[src/hdl/bblc_pkg.sv]
package bblc_pkg;

   localparam int unsigned ENTRIES_DEFAULT = 16;
   localparam logic [31:0] BUDGET_RESET    = 32'd268435456;
   localparam logic [39:0] BYTES_MAX       = 40'hFF_FFFF_FFFF;
   localparam logic [7:0]  HOLD_MAX        = 8'd255;

   // Register indexes
   localparam logic CSR_BUDGET = 1'b0;
   localparam logic CSR_LOADER = 1'b1;

   // Actions
   localparam logic ACT_ACQUIRE = 1'b0;
   localparam logic ACT_RELEASE = 1'b1;

   // Error codes
   localparam logic [1:0] ERR_NONE      = 2'd0;
   localparam logic [1:0] ERR_NO_LOADER = 2'd1;
   localparam logic [1:0] ERR_LOAD_FAIL = 2'd2;
   localparam logic [1:0] ERR_FULL      = 2'd3;

   typedef struct packed {
      logic        action;
      logic [15:0] frame_key;
      logic [31:0] load_bytes;
      logic        load_ok;
   } req_type;

   typedef struct packed {
      logic        hit;
      logic        granted;
      logic [1:0]  error_code;
      logic [39:0] current_bytes;
      logic [39:0] peak_bytes;
      logic [4:0]  evictions;
   } rsp_type;

   typedef enum logic [2:0] {
      ST_IDLE,
      ST_LOOKUP,
      ST_DECIDE,
      ST_SCAN,
      ST_EVICT,
      ST_INSERT,
      ST_RESPOND
   } state_type;

endpackage

[src/hdl/byte_budget_lru_cache.sv]
// Keyed cache table with a byte budget and least-recently-used eviction.
// Input channel req_*: a transaction is taken when req_valid is high and
// req_stall is low. req_stall stays high from acceptance until the result
// is loaded into the output register, so one request is in progress at a time.
// Result channel rsp_*: one result per request, held in an output register
// until taken (rsp_valid high, rsp_stall low). While the receiver stalls the
// result is held; one further request may be taken and runs up to its own
// result, then waits with req_stall high until the held result is taken.
// Configuration csr_*: index 0 the byte budget, index 1 loader present;
// written when csr_valid and csr_ready are high; csr_ready is always high.
// Sequence: one lookup pass over all ENTRIES slots through a single key
// comparator, then for each eviction round a decide state, a scan of all
// slots through a single stamp comparator and an evict state that drops the
// victim. A hit, a release or a missing loader or failed load goes from
// decide to the respond state; a miss that is granted also passes through
// the insert state after its eviction rounds.
// Reset clears valid bits, the stamp clock and byte totals at once; the budget
// returns to 2^28 and the loader flag to one.
module byte_budget_lru_cache #(
   parameter int unsigned ENTRIES = bblc_pkg::ENTRIES_DEFAULT
) (
   input  logic              clock,
   input  logic              reset,
   input  logic              req_valid,
   output logic              req_stall,
   input  bblc_pkg::req_type req_data,
   output logic              rsp_valid,
   input  logic              rsp_stall,
   output bblc_pkg::rsp_type rsp_data,
   input  logic              csr_valid,
   output logic              csr_ready,
   input  logic              csr_index,
   input  logic [31:0]       csr_wdata
);

   localparam int unsigned IW = $clog2(ENTRIES);

   // Table storage
   logic [ENTRIES-1:0] valid_ff;
   logic [15:0] key_ff    [ENTRIES];
   logic [63:0] stamp_ff  [ENTRIES];
   logic [31:0] bytes_ff  [ENTRIES];
   logic [7:0]  holders_ff[ENTRIES];

   logic [63:0] clock_ff;
   logic [39:0] total_ff, total_in;
   logic [39:0] peak_ff, peak_in;
   logic [31:0] budget_ff;
   logic        loader_ff;

   bblc_pkg::state_type state_ff, state_in;
   bblc_pkg::req_type   req_ff;
   bblc_pkg::rsp_type   rsp_ff, rsp_in;
   logic rsp_valid_ff, rsp_valid_in;

   logic [IW-1:0] idx_ff, idx_in;
   logic          found_ff, found_in;
   logic [IW-1:0] slot_ff, slot_in;
   logic          best_ok_ff, best_ok_in;
   logic [IW-1:0] best_ff, best_in;
   logic [63:0]   best_stamp_ff, best_stamp_in;
   logic          free_ok_ff, free_ok_in;
   logic [IW-1:0] free_ff, free_in;
   logic          fullpass_ff, fullpass_in;
   logic [4:0]    evict_ff, evict_in;
   logic [1:0]    err_ff, err_in;
   logic          granted_ff, granted_in;

   logic          last_idx;
   logic [40:0]   need_sum;
   logic [39:0]   need;
   logic [39:0]   budget;
   logic          over;
   logic [39:0]   vbytes;
   logic [40:0]   add_sum;

   assign last_idx = (idx_ff == IW'(ENTRIES - 1));
   assign need     = (req_ff.load_bytes == 32'd0) ? 40'd1 : {8'd0, req_ff.load_bytes};
   assign budget   = (budget_ff == 32'd0) ? 40'd1 : {8'd0, budget_ff};
   // One adder/compare for the budget test; the insert total reuses its sum
   assign need_sum = {1'b0, total_ff} + {1'b0, need};
   assign over     = need_sum > {1'b0, budget};
   assign vbytes   = {8'd0, bytes_ff[best_ff]};
   assign add_sum  = need_sum;

   // Next state
   always_comb begin
      state_in = state_ff;
      case (state_ff)
         bblc_pkg::ST_IDLE:    if (req_valid) state_in = bblc_pkg::ST_LOOKUP;
         bblc_pkg::ST_LOOKUP:  if (last_idx) state_in = bblc_pkg::ST_DECIDE;
         bblc_pkg::ST_DECIDE: begin
            if (req_ff.action == bblc_pkg::ACT_RELEASE || found_ff ||
                !loader_ff || !req_ff.load_ok)
               state_in = bblc_pkg::ST_RESPOND;
            else if (fullpass_ff)
               // Budget loop done: take a free slot or look for one more victim
               state_in = free_ok_ff ? bblc_pkg::ST_INSERT : bblc_pkg::ST_SCAN;
            else if (over || !free_ok_ff)
               state_in = bblc_pkg::ST_SCAN;
            else
               state_in = bblc_pkg::ST_INSERT;
         end
         bblc_pkg::ST_SCAN:    if (last_idx) state_in = bblc_pkg::ST_EVICT;
         bblc_pkg::ST_EVICT: begin
            if (!best_ok_ff)
               state_in = fullpass_ff ? bblc_pkg::ST_RESPOND : bblc_pkg::ST_DECIDE;
            else
               state_in = fullpass_ff ? bblc_pkg::ST_INSERT : bblc_pkg::ST_DECIDE;
         end
         bblc_pkg::ST_INSERT:  state_in = bblc_pkg::ST_RESPOND;
         bblc_pkg::ST_RESPOND: if (!rsp_valid_ff || !rsp_stall) state_in = bblc_pkg::ST_IDLE;
         default:              state_in = bblc_pkg::ST_IDLE;
      endcase
   end

   // Datapath control
   always_comb begin
      idx_in        = idx_ff;
      found_in      = found_ff;
      slot_in       = slot_ff;
      best_ok_in    = best_ok_ff;
      best_in       = best_ff;
      best_stamp_in = best_stamp_ff;
      free_ok_in    = free_ok_ff;
      free_in       = free_ff;
      fullpass_in   = fullpass_ff;
      evict_in      = evict_ff;
      err_in        = err_ff;
      granted_in    = granted_ff;
      total_in      = total_ff;
      peak_in       = peak_ff;
      rsp_in        = rsp_ff;
      rsp_valid_in  = rsp_valid_ff;
      if (rsp_valid_ff && !rsp_stall) rsp_valid_in = 1'b0;
      case (state_ff)
         bblc_pkg::ST_IDLE: begin
            idx_in     = '0;
            found_in   = 1'b0;
            free_ok_in = 1'b0;
            evict_in   = '0;
            err_in     = bblc_pkg::ERR_NONE;
            granted_in = 1'b0;
         end
         bblc_pkg::ST_LOOKUP: begin
            // Compare one slot per cycle; keep the first match and the first free slot
            if (valid_ff[idx_ff] && key_ff[idx_ff] == req_ff.frame_key && !found_ff) begin
               found_in = 1'b1;
               slot_in  = idx_ff;
            end
            if (!valid_ff[idx_ff] && !free_ok_ff) begin
               free_ok_in = 1'b1;
               free_in    = idx_ff;
            end
            idx_in = last_idx ? '0 : idx_ff + 1'b1;
         end
         bblc_pkg::ST_DECIDE: begin
            idx_in     = '0;
            best_ok_in = 1'b0;
            if (req_ff.action == bblc_pkg::ACT_RELEASE) begin
               err_in = bblc_pkg::ERR_NONE;
            end else if (found_ff) begin
               granted_in = 1'b1;
            end else if (!loader_ff) begin
               err_in = bblc_pkg::ERR_NO_LOADER;
            end else if (!req_ff.load_ok) begin
               err_in = bblc_pkg::ERR_LOAD_FAIL;
            end else begin
               // Once the budget loop has ended it stays ended
               fullpass_in = fullpass_ff || !over;
            end
         end
         bblc_pkg::ST_SCAN: begin
            // Track the oldest unpinned entry; ties keep the lower slot
            if (valid_ff[idx_ff] && holders_ff[idx_ff] == 8'd0 &&
                (!best_ok_ff || stamp_ff[idx_ff] < best_stamp_ff)) begin
               best_ok_in    = 1'b1;
               best_in       = idx_ff;
               best_stamp_in = stamp_ff[idx_ff];
            end
            idx_in = last_idx ? '0 : idx_ff + 1'b1;
         end
         bblc_pkg::ST_EVICT: begin
            if (best_ok_ff) begin
               total_in = (total_ff > vbytes) ? total_ff - vbytes : 40'd0;
               evict_in = evict_ff + 5'd1;
               // The freed slot becomes the lowest free one if lower
               if (!free_ok_ff || best_ff < free_ff) begin
                  free_ok_in = 1'b1;
                  free_in    = best_ff;
               end
            end else if (fullpass_ff) begin
               err_in = bblc_pkg::ERR_FULL;
            end else begin
               // Budget loop gave up: go to the free slot test
               fullpass_in = 1'b1;
            end
         end
         bblc_pkg::ST_INSERT: begin
            granted_in = 1'b1;
            total_in   = add_sum[40] ? bblc_pkg::BYTES_MAX : add_sum[39:0];
            if ((add_sum[40] ? bblc_pkg::BYTES_MAX : add_sum[39:0]) > peak_ff)
               peak_in = add_sum[40] ? bblc_pkg::BYTES_MAX : add_sum[39:0];
         end
         bblc_pkg::ST_RESPOND: begin
            if (!rsp_valid_ff || !rsp_stall) begin
               rsp_valid_in          = 1'b1;
               rsp_in.hit            = found_ff;
               rsp_in.granted        = granted_ff;
               rsp_in.error_code     = err_ff;
               rsp_in.current_bytes  = total_ff;
               rsp_in.peak_bytes     = peak_ff;
               rsp_in.evictions      = evict_ff;
            end
         end
         default: ;
      endcase
   end

   // Control registers
   always_ff @(posedge clock) begin
      if (reset) begin
         state_ff     <= bblc_pkg::ST_IDLE;
         rsp_valid_ff <= 1'b0;
         valid_ff     <= '0;
         clock_ff     <= '0;
         total_ff     <= '0;
         peak_ff      <= '0;
         budget_ff    <= bblc_pkg::BUDGET_RESET;
         loader_ff    <= 1'b1;
      end else begin
         state_ff     <= state_in;
         rsp_valid_ff <= rsp_valid_in;
         total_ff     <= total_in;
         peak_ff      <= peak_in;
         if (csr_valid && csr_index == bblc_pkg::CSR_BUDGET) budget_ff <= csr_wdata;
         if (csr_valid && csr_index == bblc_pkg::CSR_LOADER) loader_ff <= csr_wdata[0];
         if (state_ff == bblc_pkg::ST_EVICT && best_ok_ff) valid_ff[best_ff] <= 1'b0;
         if (state_ff == bblc_pkg::ST_INSERT) begin
            valid_ff[free_ff] <= 1'b1;
            clock_ff          <= clock_ff + 64'd1;
         end
         if (state_ff == bblc_pkg::ST_DECIDE && found_ff &&
             req_ff.action == bblc_pkg::ACT_ACQUIRE)
            clock_ff <= clock_ff + 64'd1;
      end
   end

   // Payload registers and table contents
   always_ff @(posedge clock) begin
      idx_ff        <= idx_in;
      found_ff      <= found_in;
      slot_ff       <= slot_in;
      best_ok_ff    <= best_ok_in;
      best_ff       <= best_in;
      best_stamp_ff <= best_stamp_in;
      free_ok_ff    <= free_ok_in;
      free_ff       <= free_in;
      fullpass_ff   <= (state_ff == bblc_pkg::ST_IDLE) ? 1'b0 : fullpass_in;
      evict_ff      <= evict_in;
      err_ff        <= err_in;
      granted_ff    <= granted_in;
      rsp_ff        <= rsp_in;
      if (state_ff == bblc_pkg::ST_IDLE && req_valid) req_ff <= req_data;
      if (state_ff == bblc_pkg::ST_DECIDE && found_ff) begin
         if (req_ff.action == bblc_pkg::ACT_RELEASE) begin
            if (holders_ff[slot_ff] != 8'd0) holders_ff[slot_ff] <= holders_ff[slot_ff] - 8'd1;
         end else begin
            stamp_ff[slot_ff] <= clock_ff + 64'd1;
            if (holders_ff[slot_ff] != bblc_pkg::HOLD_MAX)
               holders_ff[slot_ff] <= holders_ff[slot_ff] + 8'd1;
         end
      end
      if (state_ff == bblc_pkg::ST_INSERT) begin
         key_ff[free_ff]     <= req_ff.frame_key;
         stamp_ff[free_ff]   <= clock_ff + 64'd1;
         bytes_ff[free_ff]   <= need[31:0];
         holders_ff[free_ff] <= 8'd1;
      end
   end

   assign req_stall = (state_ff != bblc_pkg::ST_IDLE);
   assign rsp_valid = rsp_valid_ff;
   assign rsp_data  = rsp_ff;
   assign csr_ready = 1'b1;

endmodule

[config.mk]
export PLATFORM = sky130hd
export DESIGN_NAME = byte_budget_lru_cache
export DESIGN_NICKNAME = d
export VERILOG_FILES = /design/src/hdl/bblc_pkg.sv /design/src/hdl/byte_budget_lru_cache.sv
export SDC_FILE = /design/constraint.sdc
export NUM_CORES = 2
export LEC_CHECK = 0
export BUFFER_PORTS_ARGS = -buffer_cell sky130_fd_sc_hd__clkbuf_2
export CAP_MARGIN = 40
export CELL_PAD_IN_SITES_DETAIL_PLACEMENT = 0
export CELL_PAD_IN_SITES_GLOBAL_PLACEMENT = 2
export CORE_MARGIN = 1.5
export CORE_UTILIZATION = 50
export DETAILED_ROUTE_END_ITERATION = 10
export GPL_TIMING_DRIVEN = 1
export PLACE_DENSITY_LB_ADDON = 0.1
export SYNTH_ARGS = -nofsm -noshare
export SYNTH_HDL_FRONTEND = slang
export SYNTH_SLANG_ARGS = --single-unit
export TNS_END_PERCENT = 1
[constraint.sdc]
create_clock -name clock -period 24.2 [get_ports clock]
set_input_delay 0 -clock clock [delete_from_list [all_inputs] [get_ports clock]]
set_output_delay 0 -clock clock [all_outputs]
set_load 0.005 [all_outputs]
==> results.txt <==
* Post-CTS Resized: 0
* Final worst-path setup slack: 15.79 ns
- Pre-Repair DR Iteration Count: 8
* Final-report setup violation count: 0
- FF+latch count, synth: 2360
* Arrival time reported for the critical path endpoint: between 9 and 10 ns
- Sum of negative setup slack: 0 ns
* Cell with the largest stage delay on the worst path: or3b_2
- The initial utilization of the core area, before any placement, comes to 50.48%.
- The startpoint identified for the worst hold timing path is rsp_stall.
- Overflow after GRT: 0
- Number of synthesized flops with an enable pin: 2150
- The setup path with the least slack is of type reg2reg.
- Summing over every cut layer, the via total after detailed routing is approximately 53000.
- R2r worst-path depth: 26
- The floorplan step set the die width to 444.4 microns.
* Final Max Tran Viols: 0
- Clock-pin slew was measured on the worst setup and hold paths at 0.06 ns.
- Measured along the y axis, the die boundary spans 444.4 microns.
- Cell Count Post-Placement: 8112
- Actual transition at the worst max-transition pin: 1.014 ns
- Pin count of the biggest net entering global routing: 104
* Net Count, Synth: 5785
- The worst hold path terminates at rsp_valid.
* First-pass GRT wire length: between 300 and 400 mm
* Share of flip-flops with an asynchronous set or reset after synthesis: 0%
- Post-synthesis sequential area ratio: a little over two thirds
- Area of the core region: 193000 sq um
- After synthesis the cells add up to 97420 sq um.
- Global placement routability congestion: ~0.88
- CP Launch Type: register
- Relative slew slack: 32.39%
- Post-route ant nets: 0
- The clock period could shrink to ~8.4 ns.
- Across the run, the number of max-cap violations was 0.
* Endpoints failing hold: 0
* Synth-to-Final Area Change: 15.66%
* Cell depth of the worst hold path: 4
- Detailed placement ended at an HPWL of 151.9 mm.
- Overall track demand over capacity in global routing: 25.81%
- Each instance of the synthesized netlist takes up on average 17.77 sq um.
- Top cell type by total area after synthesis: edfxtp_1
- The flow ran to the end, and the final reports show no timing, DRC or antenna violations.
- Fin Clk Skew: 0.05577 ns
- Leading cell types in the layout, fill and taps excluded: edfxtp_1, mux4_2, nand2_1, clkbuf_16, nor2_1
* Post-route clock period utilization: 34.74%
- Count of input and output buffers: between 150 and 200
- The clock drives 2360 sinks.
* Peak Freq: 0.1189 GHz
* Largest delay contributor family on the critical path: compound AO/OA/AOI/OAI gates
- Commonest non-fill, non-tap cell in the layout: edfxtp_1
- Count of non-filler cells in the finished layout: between 8000 and 9000
- On the worst path, the slowest cell contributes a delay of 0.85 ns.
* Post-detailed-routing wire length: between 200 and 300 mm
- Leakage: ~38 nW
* Insertion delay of the later-clocked pin in the worst-skew pair: a little under 0.9 ns
- Longest Clk Path Bufs: 3
- Initial antenna violation count: 4
- The number of different library cells used by synthesis comes to 81.
- Post-route cell area: 112700 sq um
- Die ar.: a little under 200000 sq um
- Class of the tightest hold or removal check: in2reg
* Maximum fanout count along the critical path: 34
- Critical path buffer and inverter count: 3
- Required time reported for the critical path endpoint: around 25 ns
- For this run, the post-layout net count is roughly 6400.
- The number of global-route vias before repair is 53860.
- Setup repair after global routing missed its margin: false
- Critical register-to-register path endpoint: peak_ff[14]
- The clock tree synthesis step divided the H-tree into 4 levels.
- The worst-case IR drop observed on VDD is between 0.07 and 0.08 mV.
- Power spread over the standard cell area amounts to roughly 87 nW/um^2.
* Clock tree from TritonCTS: yes
- Of the post-synthesis cell area, the dominant cell type holds 66.27%.
- Using the TritonRoute via totals, the vias-per-cell ratio works out to 5.963.
- Summing all placed instances gives a cell area of between 100000 and 150000 sq um.
- The cell sitting at the root of the clock tree is a clkbuf_16.
- Number of top-level pins: 180
* Count of synthesis-stage warnings from yosys: 0
- At the placement stage, the worst setup path has a slack of approximately 16 ns.
* Post-route DRC: 0
- Across all register-to-register paths, the minimum setup slack is roughly 16 ns.
- Cells with a size suffix above 1 make up 22.37% of the layout.
- In this run, the number of DRC markers left after iteration 0 of detailed routing was 5230.
- Standard-cell rows: 161
* Average detailed-routed wire length per instance: approximately 29 microns
- Nature of the critical path endpoint: register
- The most used flip-flop cell after synthesis is edfxtp_1.
- Synthesis produced 5483 cells.
- Cells taking the most area after synthesis: edfxtp_1, mux4_2, dfxtp_1
* CTS buffer count: 238
- In this run the critical register-to-register path is launched from req_ff[17].
[power breakdown]
| part | total [W] | switching (W) | internal, W |
|---|---|---|---|
| Clock | 0.00358 | 0.00155 | 0.00203 |
| Combinational | 0.00143 | 0.000748 | 0.000679 |
| Sequential | 0.00482 | 0.000194 | 0.00463 |
| Total | 0.00983 | 0.00249 | 0.00734 |
[flip-flops by register name, indices dropped and copies added, names as in the netlist, 2 cells and up, named ones only]
signal	flops
bytes_ff	512
slot_ff	4
free_ff	4
evict_ff	5
best_stamp_ff	64
state_ff	3
idx_ff	4
stamp_ff	1024
err_ff	2
key_ff	256
total_ff	40
clock_ff	64
holders_ff	128
rsp_data	89
best_ff	4
budget_ff	32
req_ff	50
peak_ff	40
valid_ff	16
[cell type report]
type,count,area (sq um)
inverters,244,915.9
clock buffers,303,6397
multi-input cells,2612,26890
diodes,4,10.01
flip-flops and latches,2360,68790
repair buffers,609,5293
well taps,2526,3161
fillers,14530,80310
clock inverters,149,1216
[metal layers]
metal	track usage, %	share of wire (%)	up-vias
met1	35.08	42	27590
li1	-	-	23120
met5	0	0	-
met2	43.21	50	1445
met4	9.154	3.7	0
met3	3.201	4.6	360
[tightest hold or removal path: stages]
cell and delay (ns):
dlygate4sd3_1 0.61, clkbuf_2 0.18, nand2_1 0.10, a21oi_1 0.06
[logic make-up (layout without fill, tap and decap cells)]
group                    count (synthesis)  after routing  share of synthesized area (%)
flip-flops                            2360           2360                          70.59
AND/OR/NAND/NOR                        962            962                          4.746
multiplexers                           631            631                          14.22
AO/OA/AOI/OAI                          609            609                          3.922
buffers and inverters                  511           1305                          1.997
adder cells (fa/ha/maj)                214            214                          2.772
XOR/XNOR                               195            195                          1.753
other                                    1              5                       0.003849
[Yosys cell counts (13+ instances only)]
cell and instances:
a31oi_1 43, a211oi_1 23, a311oi_1 21, xor2_1 95
a21oi_1 195, mux2i_1 24, xnor2_1 100, a21o_1 85
nand4_1 61, and3_1 25, dfxtp_1 210, nor2_1 259
nor3_1 53, or4_1 13, o21a_1 15, or2_2 27
inv_1 244, nand2_1 285, nand2b_1 18, clkbuf_1 194
edfxtp_1 2150, nor4_1 51, mux4_2 602, buf_2 16
buf_1 55, or3_1 22, ha_1 211, o21ai_0 126
nand3_1 82, nor2b_1 14
[through the flow]
stage / total power, W / util, % / hold slack [ns]
after floorplan: 0.005837 / - / 0.09887
after global placement: 0.006293 / 52.59 / 0.1779
after detailed placement: 0.006325 / 53.20 / 0.1786
after CTS: 0.009923 / 58.37 / 0.09040
after global routing: 0.01020 / 58.39 / 0.1165
final: 0.009829 / 58.39 / 0.1561
[timing repair]
item	CTS	global route
setup buffers	0	0
hold buffers	236	0
hold endpoints to repair	230	0
[how the worst max path moves through the flow]
stage                          start           to  depth (start not counted)
after floorplan             register   best_ff[0]                         17
after global placement    req_ff[17]  peak_ff[13]                         25
after detailed placement  req_ff[26]  peak_ff[33]                         26
after CTS                 req_ff[26]  peak_ff[14]                         26
after global routing      req_ff[26]  peak_ff[10]                         26
final                     req_ff[17]  peak_ff[14]                         26
(Power assumes the default switching activity.)
